===== src/umf_pkg.sv =====
// umf_pkg: shared constants, register indexes and state type of the uart message framer
// no dependencies; imported by uart_message_framer_core, umf_checker and tb
package umf_pkg;

	// message buffer geometry
	localparam int MSG_DEPTH = 64;
	localparam int ADDR_W    = $clog2(MSG_DEPTH);
	localparam int CNT_W     = $clog2(MSG_DEPTH + 1);

	// fixed field widths
	localparam int BYTE_W = 8;
	localparam int LEN_W  = 7;
	localparam int IDLE_W = 16;
	localparam int CFG_W  = 16;
	localparam int IDX_W  = 2;

	// configuration register indexes
	localparam logic [IDX_W-1:0] REG_BRIDGE_EN  = 2'd0;
	localparam logic [IDX_W-1:0] REG_END_BY_TERM = 2'd1;
	localparam logic [IDX_W-1:0] REG_TERM_BYTE  = 2'd2;
	localparam logic [IDX_W-1:0] REG_IDLE_TICKS = 2'd3;

	// input word kinds
	localparam logic MODE_BYTE = 1'b0;
	localparam logic MODE_TICK = 1'b1;

	// read-out sequencer
	typedef enum logic [1:0] {
		ST_IDLE,
		ST_READ,
		ST_WAIT
	} umf_state_t;

endpackage


===== src/umf_ram.sv =====
// umf_ram: generic single-write, single-read memory with registered read data
// no dependencies
module umf_ram #(
	parameter int WIDTH = 8,
	parameter int DEPTH = 64
) (
	input  logic                     clk,
	input  logic                     we,
	input  logic [$clog2(DEPTH)-1:0] waddr,
	input  logic [WIDTH-1:0]         wdata,
	input  logic                     re,
	input  logic [$clog2(DEPTH)-1:0] raddr,
	output logic [WIDTH-1:0]         rdata
);

	logic [WIDTH-1:0] mem_q [DEPTH];

	// write port
	always_ff @(posedge clk) begin
		if (we) begin
			mem_q[waddr] <= wdata;
		end
	end

	// registered read port, holds while not enabled
	always_ff @(posedge clk) begin
		if (re) begin
			rdata <= mem_q[raddr];
		end
	end

endmodule


===== src/uart_message_framer_core.sv =====
// uart_message_framer_core: assembles received uart bytes into messages in a buffer ram
// depends on umf_pkg and umf_ram
//
// Usage
// - input channel s_*: one word per received byte (tuser = 0, byte in tdata) or per
//   timer tick (tuser = 1). A word is taken whenever the framer is not reading out a
//   message and the output register is free or being emptied.
// - output channel m_*: one word per message byte, tlast on the final one, with the
//   message length and overflow flag; a bridged byte is a single word with tuser = 1.
// - config port: cfg_we writes cfg_data into register cfg_index (bridge enable,
//   end-by-terminator, terminator byte, idle ticks). The user must write only while
//   the framer is idle; the block does not enforce it.
// - timing: a bridged byte or an empty message appears the cycle after the word is
//   taken. A closed message is read out byte by byte, a registered ram read (ST_READ)
//   then an output load (ST_WAIT) once m_* is free; no input word is taken meanwhile.
// - reset: registers return to their defaults, byte count, idle counter and overflow
//   flag clear; buffer contents are undefined and are never read before written.
// - stall: a word held on m_* blocks read-out and the input; nothing is dropped.
module uart_message_framer_core
	import umf_pkg::*;
(
	input  logic              clk,
	input  logic              arst_n,
	// input channel
	input  logic              s_tvalid,
	output logic              s_tready,
	input  logic [BYTE_W-1:0] s_tdata,   // [7:0] rx_byte
	input  logic              s_tuser,   // [0] mode
	// output channel
	output logic              m_tvalid,
	input  logic              m_tready,
	output logic [15:0]       m_tdata,   // [7:0] data_byte, [14:8] msg_length, [15] overflowed
	output logic              m_tlast,
	output logic              m_tuser,   // [0] is_bridged
	// configuration
	input  logic              cfg_we,
	input  logic [IDX_W-1:0]  cfg_index,
	input  logic [CFG_W-1:0]  cfg_data
);

	// configuration registers
	logic              bridge_en_q;
	logic              end_by_term_q;
	logic [BYTE_W-1:0] term_byte_q;
	logic [IDLE_W-1:0] idle_ticks_q;

	// framing state
	logic [CNT_W-1:0]  byte_cnt_q;
	logic [IDLE_W-1:0] idle_cnt_q;
	logic              ovf_q;

	// read-out state
	umf_state_t        state_q, state_d;
	logic [CNT_W-1:0]  msg_len_q;
	logic              msg_ovf_q;
	logic [ADDR_W-1:0] rd_idx_q;

	// output register
	logic              out_valid_q;
	logic [BYTE_W-1:0] out_data_q;
	logic              out_bridged_q;
	logic              out_last_q;
	logic [LEN_W-1:0]  out_len_q;
	logic              out_ovf_q;

	// ram
	logic              ram_we;
	logic              ram_re;
	logic [BYTE_W-1:0] ram_rdata;

	// decoded item
	logic              out_free;
	logic              accept;
	logic              is_tick;
	logic              buf_full;
	logic              do_store;
	logic              do_emit;
	logic              emit_empty;
	logic              emit_full;
	logic              do_bridge;
	logic              last_beat;
	logic              load_beat;

	assign out_free = !out_valid_q || m_tready;
	assign accept   = s_tvalid && s_tready;
	assign is_tick  = (s_tuser == MODE_TICK);
	assign buf_full = (byte_cnt_q == CNT_W'(MSG_DEPTH));

	// item decode
	always_comb begin
		do_bridge = 1'b0;
		do_store  = 1'b0;
		do_emit   = 1'b0;
		if (bridge_en_q) begin
			do_bridge = !is_tick;
		end else if (is_tick) begin
			do_emit = !end_by_term_q && (byte_cnt_q != '0) && (idle_cnt_q == '0);
		end else if (end_by_term_q && (s_tdata == term_byte_q)) begin
			do_emit = 1'b1;
		end else begin
			do_store = 1'b1;
		end
	end

	assign emit_empty = accept && do_emit && (byte_cnt_q == '0);
	assign emit_full  = accept && do_emit && (byte_cnt_q != '0);
	assign ram_we     = accept && do_store && !buf_full;
	assign last_beat  = ((CNT_W'(rd_idx_q) + CNT_W'(1)) == msg_len_q);

	// configuration writes
	always_ff @(posedge clk or negedge arst_n) begin
		if (!arst_n) begin
			bridge_en_q   <= 1'b0;
			end_by_term_q <= 1'b1;
			term_byte_q   <= BYTE_W'(10);
			idle_ticks_q  <= IDLE_W'(100);
		end else if (cfg_we) begin
			case (cfg_index)
				REG_BRIDGE_EN:   bridge_en_q   <= cfg_data[0];
				REG_END_BY_TERM: end_by_term_q <= cfg_data[0];
				REG_TERM_BYTE:   term_byte_q   <= cfg_data[BYTE_W-1:0];
				REG_IDLE_TICKS:  idle_ticks_q  <= cfg_data[IDLE_W-1:0];
				default: ;
			endcase
		end
	end

	// byte count, idle counter and overflow flag
	always_ff @(posedge clk or negedge arst_n) begin
		if (!arst_n) begin
			byte_cnt_q <= '0;
			idle_cnt_q <= '0;
			ovf_q      <= 1'b0;
		end else if (accept && !bridge_en_q) begin
			if (do_emit) begin
				byte_cnt_q <= '0;
				ovf_q      <= 1'b0;
			end else if (is_tick) begin
				if (!end_by_term_q && (byte_cnt_q != '0)) begin
					idle_cnt_q <= idle_cnt_q - IDLE_W'(1);
				end
			end else begin
				if (buf_full) begin
					ovf_q <= 1'b1;
				end else begin
					byte_cnt_q <= byte_cnt_q + CNT_W'(1);
				end
				if (!end_by_term_q) begin
					idle_cnt_q <= idle_ticks_q;
				end
			end
		end
	end

	// message buffer
	umf_ram #(
		.WIDTH(BYTE_W),
		.DEPTH(MSG_DEPTH)
	) u_msg_ram (
		.clk   (clk),
		.we    (ram_we),
		.waddr (byte_cnt_q[ADDR_W-1:0]),
		.wdata (s_tdata),
		.re    (ram_re),
		.raddr (rd_idx_q),
		.rdata (ram_rdata)
	);

	// read-out state register
	always_ff @(posedge clk or negedge arst_n) begin
		if (!arst_n) begin
			state_q <= ST_IDLE;
		end else begin
			state_q <= state_d;
		end
	end

	// read-out next state
	always_comb begin
		state_d = state_q;
		case (state_q)
			ST_IDLE: if (emit_full) state_d = ST_READ;
			ST_READ: state_d = ST_WAIT;
			ST_WAIT: if (out_free) state_d = last_beat ? ST_IDLE : ST_READ;
			default: state_d = ST_IDLE;
		endcase
	end

	// read-out controls
	always_comb begin
		s_tready  = 1'b0;
		ram_re    = 1'b0;
		load_beat = 1'b0;
		case (state_q)
			ST_IDLE: s_tready  = out_free;
			ST_READ: ram_re    = 1'b1;
			ST_WAIT: load_beat = out_free;
			default: ;
		endcase
	end

	// message latch and read index
	always_ff @(posedge clk or negedge arst_n) begin
		if (!arst_n) begin
			msg_len_q <= '0;
			msg_ovf_q <= 1'b0;
			rd_idx_q  <= '0;
		end else if (emit_full) begin
			msg_len_q <= byte_cnt_q;
			msg_ovf_q <= ovf_q;
			rd_idx_q  <= '0;
		end else if (load_beat) begin
			rd_idx_q <= rd_idx_q + ADDR_W'(1);
		end
	end

	// output valid
	always_ff @(posedge clk or negedge arst_n) begin
		if (!arst_n) begin
			out_valid_q <= 1'b0;
		end else if ((accept && (do_bridge || emit_empty)) || load_beat) begin
			out_valid_q <= 1'b1;
		end else if (m_tready) begin
			out_valid_q <= 1'b0;
		end
	end

	// output payload
	always_ff @(posedge clk) begin
		if (load_beat) begin
			out_data_q    <= ram_rdata;
			out_bridged_q <= 1'b0;
			out_last_q    <= last_beat;
			out_len_q     <= LEN_W'(msg_len_q);
			out_ovf_q     <= msg_ovf_q;
		end else if (accept && do_bridge) begin
			out_data_q    <= s_tdata;
			out_bridged_q <= 1'b1;
			out_last_q    <= 1'b1;
			out_len_q     <= LEN_W'(1);
			out_ovf_q     <= 1'b0;
		end else if (emit_empty) begin
			out_data_q    <= '0;
			out_bridged_q <= 1'b0;
			out_last_q    <= 1'b1;
			out_len_q     <= '0;
			out_ovf_q     <= ovf_q;
		end
	end

	assign m_tvalid = out_valid_q;
	assign m_tdata  = {out_ovf_q, out_len_q, out_data_q};
	assign m_tlast  = out_last_q;
	assign m_tuser  = out_bridged_q;

	// checks
	a_cnt_bound: assert property (@(posedge clk) disable iff (!arst_n)
		byte_cnt_q <= CNT_W'(MSG_DEPTH))
		else $error("byte count beyond buffer depth");

	a_cnt_clear_in_drain: assert property (@(posedge clk) disable iff (!arst_n)
		(state_q != ST_IDLE) |-> (byte_cnt_q == '0))
		else $error("byte count not cleared during read-out");

	a_idx_in_msg: assert property (@(posedge clk) disable iff (!arst_n)
		(state_q == ST_WAIT) |-> (CNT_W'(rd_idx_q) < msg_len_q))
		else $error("read index past message end");

	a_read_then_wait: assert property (@(posedge clk) disable iff (!arst_n)
		(state_q == ST_READ) |=> (state_q == ST_WAIT))
		else $error("ram read not followed by data wait");

	a_no_write_in_drain: assert property (@(posedge clk) disable iff (!arst_n)
		(state_q != ST_IDLE) |-> !ram_we)
		else $error("buffer written during read-out");

endmodule


===== config.mk =====
export PLATFORM = sky130hd
export DESIGN_NAME = uart_message_framer_core
export DESIGN_NICKNAME = d
export VERILOG_FILES = /design/src/umf_pkg.sv /design/src/umf_ram.sv /design/src/uart_message_framer_core.sv
export SDC_FILE = /design/constraint.sdc
export NUM_CORES = 1
export LEC_CHECK = 0
export ABC_AREA = 0
export BUFFER_PORTS_ARGS = -buffer_cell sky130_fd_sc_hd__buf_4
export CAP_MARGIN = 25
export CORE_ASPECT_RATIO = 0.5
export CORE_MARGIN = 10
export CORE_UTILIZATION = 33
export DETAILED_ROUTE_END_ITERATION = 8
export PLACE_DENSITY = 0.51
export SLEW_MARGIN = 0
export SYNTH_ARGS = -nofsm -noshare
export SYNTH_HDL_FRONTEND = slang
export SYNTH_SLANG_ARGS = --single-unit

===== constraint.sdc =====
create_clock -name clk -period 2.9 [get_ports clk]
set_clock_uncertainty 0.1 [all_clocks]
set_input_delay 0.29 -clock clk [delete_from_list [all_inputs] [get_ports clk]]
set_output_delay 0.29 -clock clk [all_outputs]
set_load 0.005 [all_outputs]

* After elaboration in Yosys (flattened, before gate mapping) *
Memories as Yosys holds them, arrays and structs flattened. A register that Yosys moved wholly into a read port is not among the register bits.
Cells that the tools add are included.

operators by class
  magnitude comparators = 0
  divide/modulo/power cells = 0
  shifts and indexed selects = 0
  multipliers = 0
  muxes and demuxes = 43
  reductions and logical operators = 38
  bitwise operators = 1
  add/sub/neg operators = 4
  equality and inequality tests = 14

operators by type and width
  kind                   number
  $mux 16                3
  $mux 7                 6
  $mux 1                 26
  $mux 8                 3
  $logic_not 16->1       1
  $sub 16x1->16 const B  1
  $logic_and 1x1->1      12
  $mux 6                 2
  $reduce_and 2->1       5
  $eq 8x8->1             1
  $reduce_bool 2->1      4
  $add 6x1->7 const B    1
  $add 7x1->7 const B    1
  $eq 7x7->1             1
  $eq 7x7->1 const B     1
  $logic_not 7->1        1
  $reduce_bool 7->1      1
  $add 6x1->6 const B    1
  $eq 2x2->1 const B     3
  $ne 2x1->1 const B     3
  $ne 2x2->1 const B     3
  $pmux 2 s3             1
  $reduce_and 3->1       2
  $logic_not 1->1        5
  7 further kinds        12

word-level totals
  memories kept = 1
  word-level logic and storage cells = 118
  flip-flop bits (word level) = 85
  bits in writable memories = 512
  latch bits = 0
  bits in read-only memories = 0
  output and inout bits = 20

memory list
  name             depth  bits a word  read ports  clocked after memory_dff  wr ports  line           source
  u_msg_ram.mem_q  64     8            1           1                         1         umf_ram.sv:16  logic [WIDTH-1:0] mem_q [DEPTH];

* Longest topological paths before layout *
Gate-level depths: netlist of the first run.

  depth in word-level cells = 11
  depth in mapped cells = 10
  mapped depth without buffers = 7

* Cells and area by module *
A second synthesis of the first run with hierarchy kept.

unflattened totals
  cells, all modules = 1308
  area total of the unflattened synthesis = 24454.7 sq um

modules (own cells, without submodules)
  module                    sequential area each (sq um)  area each (sq um)  times used  cells each
  umf_ram                   15615.0                       20246.9            1           940
  uart_message_framer_core  2214.6                        4207.8             1           368

* Least setup slack after synthesis of the first run *
Ideal clock, no wire load.

  path type = register to register
  start point = reg byte_cnt_q[0]
  end point = reg out_last_q (netlist: m_tlast) (enable)
  setup slack = -217 ps
  data required time = 2385 ps
  period minus slack after synthesis = 3117 ps
  data arrival time = 2602 ps
  cell stages (with the launch flop) = 8
  cell sequence = dfrtp_1 > inv_1 > ha_1 > nor3b_1 > and3b_1 > buf_2 > a21oi_1 > o21ai_0

on the way
  longest elaborated chain between the ends = 8
  elaborated cells on any way between the ends = 9
  classes of those cells = mux (2); reduce/logical (7)

RTL lines
  what                                    line                             source
  start, declared                         uart_message_framer_core.sv:48   logic [CNT_W-1:0] byte_cnt_q;
  start signal, assigned                  uart_message_framer_core.sv:146  byte_cnt_q <= byte_cnt_q + CNT_W'(1);
  $reduce_bool 7->1                       uart_message_framer_core.sv:97   do_emit = !end_by_term_q && (byte_cnt_q != '0) && (idle_cnt_q == '0);
  $logic_and 1x1->1 (2 in series)         uart_message_framer_core.sv:97
  $mux 1                                  uart_message_framer_core.sv:96   end else if (is_tick) begin
  $mux 1                                  uart_message_framer_core.sv:94   if (bridge_en_q) begin
  $logic_and 1x1->1                       uart_message_framer_core.sv:105  assign emit_empty = accept && do_emit && (byte_cnt_q == '0);
  $logic_and 1x1->1 (*)                   uart_message_framer_core.sv:105
  $reduce_bool 3->1 (no source line) (*)  n/a
  end signal, assigned                    uart_message_framer_core.sv:233  out_last_q <= last_beat;
  end, declared                           uart_message_framer_core.sv:62   logic out_last_q;

Mark *: on every way between the ends. The rest lies on a longest branch, timed or not.
A chain may end at the register's enable or synchronous reset.

==> results of run 1 <==
## cells in the final DEF, fill, tap and decap left out, drive strengths merged, types with 7 or more instances in the layout
master	count
buf	187
dlygate4sd3	22
nand3	23
bufinv	13
nor2	97
edfxtp	537
mux4	135
mux2i	29
clkbuf	65
o31ai	8
mux2	38
a22o	10
nand2b	9
o21ai	34
a22oi	8
a211oi	8
nor3	9
inv	15
clkinv	23
or3	10
nor2b	7
nand4	10
dfrtp	61
xnor2	18
o22ai	7
nand2	34
and3	7
a31oi	16
a21oi	26
## how the worst max path moves through the flow
stage	from	endpoint	slack, ns	depth (start not counted)
global placement	byte_cnt_q[0]	idle_cnt_q[1]	0.14	7
CTS	byte_cnt_q[1]	idle_cnt_q[1]	0.001	7
floorplan	byte_cnt_q[0]	m_tlast	0.24	7
detailed placement	byte_cnt_q[0]	idle_cnt_q[2]	0.004	7
global route	byte_cnt_q[0]	msg_len_q[6]	0.02	7
finish	rd_idx_q[0]	u_msg_ram.rdata[6]	0.16	7
## power by group through the flow
stage	registers (mW)	logic [mW]	clock network (mW)
after global routing	10.2	3.90	8.70
after global placement	10.3	3.58	0
final	10.1	3.62	8.13
after CTS	10.1	3.67	8.33
after detailed placement	10.3	3.64	0
after floorplan	10.2	2.46	0
## worst max-delay path: stages (launching register included)
cell and delay [ns]:
dfrtp_4 0.59, buf_4 0.35, buf_4 0.31, mux4_2 0.26
nor2_1 0.04, a211oi_1 0.48, o21ai_0 0.23, o21ai_0 0.21
## cell type report
type                    count  area [um2]  share of cell area [%]
diodes                      1        2.50                 0.00858
clock buffers              65        1470                    5.03
clock inverters            41         559                    1.92
inverters                  12        45.0                   0.154
multi-input cells         610        6270                    21.5
flip-flops and latches    605       17800                    61.2
well taps                 972        1220                    4.17
repair buffers            209        1760                    6.04
## per-layer routing
layer,GRT usage [%],up-vias
li1,-,5670
met1,19.9,6899
met2,22.8,417
met3,3.14,96
met4,4.20,0
met5,0,-
## flip-flops by register name, indices dropped and copies added, names as in the netlist
signal           flops
idle_ticks_q        16
out_len_q            7
rd_idx_q             6
out_data_q           8
idle_cnt_q          16
msg_len_q            7
m_tuser              1
end_by_term_q        1
byte_cnt_q           7
ovf_q                1
bridge_en_q          1
m_tvalid             1
out_ovf_q            1
msg_ovf_q            1
u_msg_ram.rdata      8
u_msg_ram.mem_q    512
term_byte_q          8
m_tlast              1
state_q              2
## cells by family after synthesis
kind of cell | synth area share, %
AO/OA/AOI/OAI | 4.05
XOR/XNOR | 0.785
adder cells (fa/ha/maj) | 0.255
buffers and inverters | 1.85
flip-flops | 72.7
multiplexers | 15.3
AND/OR/NAND/NOR | 5.09
## repair_timing
action,in CTS,in global routing
endpoints found under the setup margin,0,22
endpoints found under the hold margin,89,0
hold buffers,22,0
gates resized for setup,0,3
## metrics by stage
| stage | hold WS [ns] | utilization (%) | std cells |
|---|---|---|---|
| finish | 0.0946 | 39.7 | 2515 |
| global route | 0.117 | 39.7 | 2515 |
| CTS | 0.0493 | 39.7 | 2513 |
| detailed placement | 0.380 | 36.6 | 2385 |
| global placement | 0.356 | 36.6 | 2385 |
| floorplan | -0.106 | - | 1297 |
## cell usage after synthesis, drive strengths merged (8+ instances only)
cell	n	area, um2
mux2i	29	290
edfxtp	537	16100
nand3	23	120
nor3	9	55.1
a31oi	16	100
nand4	10	75.1
buf	52	342
dfrtp	61	1530
a211oi	8	72.6
mux4	135	3040
nand2	34	128
a21oi	26	168
a22o	10	87.6
or3	10	62.6
nand2b	9	56.3
xnor2	18	158
inv	12	45.0
mux2	38	428
clkbuf	18	67.6
o31ai	8	60.1
nor2	97	367
a22oi	8	60.1
o21ai	34	170
==> impl_metrics.yaml, run 1 <==
status:
  status: "completed"
sta:
  fmax_mhz: 364
  setup_viol: 0
  finalHoldViolCount: 0
  min_period_over_period_pct: 94.6
  max_slew_margin_pct: 37.7
  rsz0062_at_grt: "no"
  drv_slew: 0
  final.setup.tns_ns: 0
  worst_slack_ns: 0.155
  max_slew.worst_pin.slew_ns: 0.934
  min_period_ns: 2.74
detailed_routing:
  drt_iter0_markers: 1295
  drt-total-wl_um: 62600
  ant_nets: 0
  avgRoutedWirePerCell_um: 24.9
  wl_met3_um: 4050
  vias_per_cell: 5.20
  topRoutingLayerUsed: "met4"
  via_count: 13100
  first_pass_iters: 5
  drcViolationCount: 0
  drt-met1-wl_um: 27700
  routed-wl-met2_um: 29200
power_and_ir_drop:
  netSwitchingFraction_pct: 25.4
  power.switching_mw: 5.55
  total_power_mw: 21.9
  p_per_area_nw_per_um2: 750
  p_comb_share_pct: 16.5
  seqPwrFrac_pct: 46.3
  irDropWorstVdd_mv: 0.472
  leakage_nw: 9.43
  p_int_mw: 16.3
  p_clk_share_pct: 37.1
floorplan:
  die_y_um: 213
  num_rows: 70
  ios: 52
  start_util_pct: 33.4
  dieWidth_um: 406
  core_area_um2: 73400
  dieArea_um2: 86300
global_route:
  antenna_found_initial: 1
  grt_overflow_total: 0
  first_global_vias: 13400
  grt_max_degree: 68
  grtUsageTotal_pct: 14.4
  grt_pass1_wl_um: 92000
place:
  hpwl_um: 40100
  preCtsSetupSlack_ns: 0.00409
  place.port_buffers: 51
  placed_cell_area_um2: 26900
  gp_congestion: 0.806
critical_path:
  rr_endpoint: "u_msg_ram.rdata[6]"
  r2r-start: "rd_idx_q[0]"
  path_max_fanout: 12
  worstRegToRegCells: 7
  start_kind: "register"
  arrival_ns: 3.11
  timing.reg2reg.setup_slack_ns: 0.16
  path_class: "reg -> reg"
  cp-end-kind: "register"
  required_ns: 3.26
synthesis:
  postSynthAreaPerCell_um2: 18.9
  ys_seq_area_share_pct: 72.7
  synth_flop_cell: "edfxtp_1"
  syn_inst: 1297
  synth_seq_cells: 605
  yosysWarningCount: 0
  synth_area_um2: 24500
  ys_types: 71
  synthArstFlopShare_pct: 11.1
  syn_nets: 1334
  synth-edff-count: 537
finish:
  areaGrowthSynthToFinish_pct: 18.8
  drive_gt1_share_pct: 31.8
  final_nets: 1532
  fillCellCount: 6543
  fin_area_um2: 29200
clocking:
  cts_tree: "yes"
  cts_setup_buffers: 0
  clkSinkCount: 605
  clk_latency_ns: 0.63
  tritoncts.num_buffers: 57
  cts_htree_levels: 2
  clk_pin_slew_ns: 0.07
  cts.path.max_buffers: 3
  cts_root_buf: "clkbuf_16"
worst_hold_path:
  worstHoldStart: "s_tuser"
  whs_endpoint: "idle_cnt_q[1]"
  hold_class: "in -> reg"
  holdPathStages: 4
job:
  drv_cap: 0
(Power assumes the default switching activity.)
==> run 2, diff against run 1 <==
--- a/config.mk
+++ b/config.mk
@@ -16,4 +16,5 @@
 export SLEW_MARGIN = 0
 export SYNTH_ARGS = -nofsm -noshare
 export SYNTH_HDL_FRONTEND = slang
+export SYNTH_HIERARCHICAL = 1
 export SYNTH_SLANG_ARGS = --single-unit
==> impl_metrics.yaml, run 2 <==
status:
  status: "completed"
detailed_routing:
  first_pass_iters: 5
  drcViolationCount: 0
  topRoutingLayerUsed: "met4"
  vias_per_cell: 5.28
  wl_met3_um: 3890
  drt_iter0_markers: 1121
  ant_nets: 0
  via_count: 13200
  routed-wl-met2_um: 31200
  drt-met1-wl_um: 28100
  drt-total-wl_um: 64800
  avgRoutedWirePerCell_um: 25.9
sta:
  min_period_over_period_pct: 99.6
  worst_slack_ns: 0.0128
  rsz0062_at_grt: "yes"
  setup_viol: 0
  drv_slew: 0
  min_period_ns: 2.89
  fmax_mhz: 346
  max_slew.worst_pin.slew_ns: 0.865
  max_slew_margin_pct: 42.2
  finalHoldViolCount: 0
global_route:
  grt_max_degree: 66
  first_global_vias: 13800
  grt_pass1_wl_um: 95700
  grt_overflow_total: 0
  antenna_found_initial: 0
  grtUsageTotal_pct: 14.9
clocking:
  cts_htree_levels: 2
  clk_latency_ns: 0.63
  cts_root_buf: "clkbuf_16"
  clk_pin_slew_ns: 0.07
  clkSinkCount: 605
  tritoncts.num_buffers: 56
  cts_tree: "yes"
  cts.path.max_buffers: 3
floorplan:
  dieWidth_um: 405
  dieArea_um2: 86100
  core_area_um2: 73200
  die_y_um: 212
  ios: 52
  num_rows: 70
  start_util_pct: 33.4
finish:
  final_util_pct: 39.7
  fillCellCount: 6529
  final_nets: 1526
  drive_gt1_share_pct: 33.1
  areaGrowthSynthToFinish_pct: 18.8
  largest_register_ffs: 512
  reg_top3: "u_msg_ram/mem_q x512, idle_cnt_q x16, idle_ticks_q x16"
  layout_common_cells: "edfxtp_1 (537), buf_4 (154), mux4_2 (126)"
  regMostFlops: "u_msg_ram/mem_q"
  final_common_cell: "edfxtp_1"
synthesis:
  synthArstFlopShare_pct: 11.1
  syn_nets: 1345
  synth_seq_cells: 605
  synth_area_leaders: "edfxtp_1 (66%), mux4_2 (12%), dfrtp_1 (6.2%), mux2_2 (2.1%), nor2_1 (1.7%)"
  syn_inst: 1308
  yosysWarningCount: 6
  synth_flop_cell: "edfxtp_1"
  synth_common_cells: "edfxtp_1 (537), mux4_2 (126), nor2_1 (113)"
  yosys.area.top_type: "edfxtp_1"
  ys_types: 67
  synth_top_area_share_pct: 65.9
  synth-edff-count: 537
  yosysMostFrequentCell: "edfxtp_1"
  ys_seq_area_share_pct: 72.9
  postSynthAreaPerCell_um2: 18.7
  synth_area_um2: 24500
place:
  hpwl_um: 43000
  gp_congestion: 0.788
  preCtsSetupSlack_ns: -0.411
  place.port_buffers: 51
power_and_ir_drop:
  irDropWorstVdd_mv: 0.391
  p_per_area_nw_per_um2: 800
  total_power_mw: 23.2
  leakage_nw: 9.42
critical_path:
  critPathMaxStageDelay_ns: 0.54
  cp-end-kind: "register"
  cpMostUsedCell: "buf_4"
  start_kind: "register"
  path_max_fanout: 8
  path_cells: "xor2_1, nor4_1, a31oi_1, nor3b_4, buf_4, nand3_1, buf_4, nor2_2"
  cpLargestDelayFamily: "simple AND/OR/NAND/NOR gates"
  path_class: "reg -> reg"
  cp_num_buf_inv: 2
  arrival_ns: 3.04
  cpMaxStageDelayCell: "dfstp_2"
  required_ns: 3.05
worst_hold_path:
  hold_class: "in -> reg"
job:
  drv_cap: 0
run 2: cell types whose count changed after synthesis, sizes merged, moves of 10 or more:
cell	previous run	this run
mux2	38	48
o21ai	34	17
nor3	9	20
buf	52	39
o22ai	7	20
a31oi	16	3
nor2b	7	17
nor2	97	113
run 2: routing by layer:
metal  global-route usage, %  vias to the layer above
li1                        -                     5675
met1                    20.1                     7030
met2                    24.4                      419
met3                    3.05                       85
met4                    4.39                        0
met5                       0                        -
run 2: final timing paths:
path	startpoint	to	slack (ns)	depth (start not counted)
max in group asynchronous	arst_n	end_by_term_q	1.82	3
min in group asynchronous	arst_n	idle_ticks_q[8]	0.15	2
worst max register to register	term_byte_q[1]	u_msg_ram/mem_q[11][2]	0.01	8
worst min register to register	m_tuser	m_tuser	0.39	1
worst min-delay path	s_tuser	idle_cnt_q[14]	0.05	3
worst max-delay path	term_byte_q[1]	u_msg_ram/mem_q[11][2]	0.01	8
run 2: kinds of logic (layout without fill, tap and decap cells):
group                      after synthesis  in the layout  synth area share [%]
DFF                                    605            605                  72.9
and+or+nand+nor                        278            278                  5.74
muxes                                  200            200                  14.9
AOI/OAI and AO/OA                      122            122                  3.50
buffers and inverters                   71            293                  1.70
xor gates and xnor gates                27             27                 0.967
adders and majority gates                5              5                 0.256
other                                    0              2                     0
run 2: tightest hold or removal path, stage by stage:
cell and delay (ns):
buf_4 0.11, buf_4 0.24, a21oi_1 0.10
run 2: power breakdown:
group | switching, mW | leakage, nW | internal (mW) | total (mW)
Sequential | 0.377 | 5.67 | 9.93 | 10.3
Combinational | 2.97 | 2.87 | 2.52 | 5.49
Clock | 3.27 | 0.874 | 4.18 | 7.45
Total | 6.61 | 9.42 | 16.6 | 23.2
run 2: timing repair:
item                                    4_1_cts  5_1_grt
gates resized for setup                      83       21
hold buffers                                 25        0
setup buffers                                 2        0
endpoints found under the setup margin      489      295
gates cloned                                  0        0
hold endpoints to repair                     85        0
pin swaps                                     0        3
run 2: stage by stage:
step	hold slack, ns	setup TNS, ns	instance area (um2)	std cells
2_1_floorplan	-0.106	0	24500	1308
3_3_place_gp	0.255	-104.74	26600	2376
3_5_place_dp	0.262	-103.23	26600	2376
4_1_cts	0.0119	0	28900	2502
5_1_grt	0.0510	-3.22	29000	2502
6_report	0.0524	0	29000	2504
run 2: cell type report:
class | count | area [um2] | share of cell area, %
Clock buffer | 68 | 1450 | 4.98
Antenna cell | 2 | 5.00 | 0.0172
Multi-Input combinational cell | 632 | 6570 | 22.6
Sequential cell | 605 | 17800 | 61.4
Clock inverter | 31 | 367 | 1.26
Tap cell | 972 | 1220 | 4.19
Inverter | 6 | 22.5 | 0.0775
Timing Repair Buffer | 188 | 1580 | 5.43
==> run 3, diff against run 2 <==
--- a/config.mk
+++ b/config.mk
@@ -12,7 +12,7 @@
 export CORE_MARGIN = 10
 export CORE_UTILIZATION = 33
 export DETAILED_ROUTE_END_ITERATION = 8
-export PLACE_DENSITY = 0.51
+export PLACE_DENSITY_LB_ADDON = 0.3
 export SLEW_MARGIN = 0
 export SYNTH_ARGS = -nofsm -noshare
 export SYNTH_HDL_FRONTEND = slang
==> impl_metrics.yaml, run 3 (synthesis results as in run 2) <==
floorplan:
  num_rows: 70
  dieArea_um2: 86100
  die_y_um: 212
  start_util_pct: 33.4
  core_area_um2: 73200
  dieWidth_um: 405
  ios: 52
sta:
  worst_slack_ns: 0.0880
  min_period_over_period_pct: 97.0
  rsz0062_at_grt: "yes"
  finalHoldViolCount: 0
  fmax_mhz: 356
  min_period_ns: 2.81
  setup_viol: 0
  drv_slew: 0
  fin_hold_ws_ns: 0.0320
  final.setup.tns_ns: 0
  max_slew.worst_pin.slew_ns: 0.958
  max_slew_margin_pct: 36.0
clocking:
  tritoncts.num_buffers: 56
  clk_pin_slew_ns: 0.07
  cts_root_buf: "clkbuf_16"
  cts_htree_levels: 2
  cts.path.max_buffers: 3
  clkSinkCount: 605
  clk_latency_ns: 0.61
  cts_tree: "yes"
power_and_ir_drop:
  irDropWorstVdd_mv: 0.473
  total_power_mw: 23.1
  p_per_area_nw_per_um2: 795
  leakage_nw: 9.42
global_route:
  use_met2_pct: 21.2
  grt_use_met1_pct: 20.7
  first_global_vias: 13200
  grt_pass1_wl_um: 91900
  grtUsageMet3_pct: 3.13
  grt_busiest_layer: "met2"
  grt_max_degree: 66
  grtUsageTotal_pct: 14.3
  antenna_found_initial: 2
  grt_overflow_total: 0
place:
  hpwl_um: 40400
  preCtsSetupSlack_ns: -0.381
  gp_congestion: 0.809
  placed_cell_area_um2: 26600
  place.port_buffers: 51
  dpl.cell_count: 2369
critical_path:
  cp-end-kind: "register"
  critPathMaxStageDelay_ns: 0.56
  path_max_fanout: 7
  cpMaxStageDelayCell: "mux4_2"
  arrival_ns: 3.06
  start_kind: "register"
  required_ns: 3.15
  path_class: "reg -> reg"
  path_cells: "buf_4, mux4_2, mux2_2, o221a_2, nor3_1, o32ai_1"
finish:
  final_nets: 1517
  multi_input_area_um2: 6610
  drive_gt1_share_pct: 33.0
  final_common_cell: "edfxtp_1"
  layout_common_cells: "edfxtp_1 (537), buf_4 (144), mux4_2 (126)"
  seq_area_um2: 17800
  fin_area_um2: 29100
  regMostFlops: "u_msg_ram/mem_q"
  reg_top3: "u_msg_ram/mem_q x512, idle_cnt_q x16, idle_ticks_q x16"
  areaGrowthSynthToFinish_pct: 19.0
  largest_register_ffs: 512
  fillCellCount: 6533
  stdcell_count: 2499
  final_util_pct: 39.7
detailed_routing:
  avgRoutedWirePerCell_um: 24.9
  ant_nets: 0
  drt-total-wl_um: 62100
  via_count: 13200
  vias_per_cell: 5.27
  drt_iter0_markers: 1357
  drcViolationCount: 0
  first_pass_iters: 5
job:
  drv_cap: 0
status:
  status: "completed"
worst_hold_path:
  hold_class: "in -> reg"
==> run 3: critical path, delay by kind of cell (launching register included) <==
family | cells | cell delay (ns)
and+or+nand+nor | 1 | 0.38
muxes | 2 | 0.86
AOI/OAI and AO/OA | 2 | 0.46
DFF | 1 | 0.49
buffers and inverters | 1 | 0.24
==> run 3: what timing repair did <==
action                     4_1_cts  5_1_grt
hold endpoints to repair        74        0
hold buffers                    21        0
resized for setup               85       29
setup endpoints to repair      498      323
buffers inserted                 0        4
pin swaps                        1        6
==> run 3: per-layer routing <==
layer / vias up / wire [um] / share of wire (%)
met2: 493 / 27400 / 44
met4: 0 / 1790 / 2.9
met1: 6932 / 28100 / 45
met5: - / 0 / 0
met3: 91 / 4870 / 7.8
li1: 5664 / - / -
==> run 3: layout make-up <==
class                   count  area share (%)
diodes                      1         0.00860
clock buffers              64            4.99
clock inverters            40            1.29
inverters                   6          0.0774
multi-input cells         632            22.7
flip-flops and latches    605            61.3
well taps                 972            4.18
repair buffers            179            5.40
==> run 3: final timing paths <==
| check | from | endpoint | slack [ns] | cells past startpoint |
|---|---|---|---|---|
| setup / recovery | rd_idx_q[0] | u_msg_ram/rdata[6] | 0.09 | 6 |
| hold / removal | s_tdata[2] | u_msg_ram/mem_q[9][2] | 0.03 | 2 |
| setup reg to reg | rd_idx_q[0] | u_msg_ram/rdata[6] | 0.09 | 6 |
| hold reg to reg | m_tuser | m_tuser | 0.36 | 1 |
| max in group asynchronous | arst_n | idle_ticks_q[2] | 1.84 | 3 |
| min in group asynchronous | arst_n | term_byte_q[2] | 0.10 | 2 |
==> run 3: power by group <==
part	internal, mW	switching, mW
combinational	2.45	2.95
sequential	9.93	0.392
clock	4.21	3.20
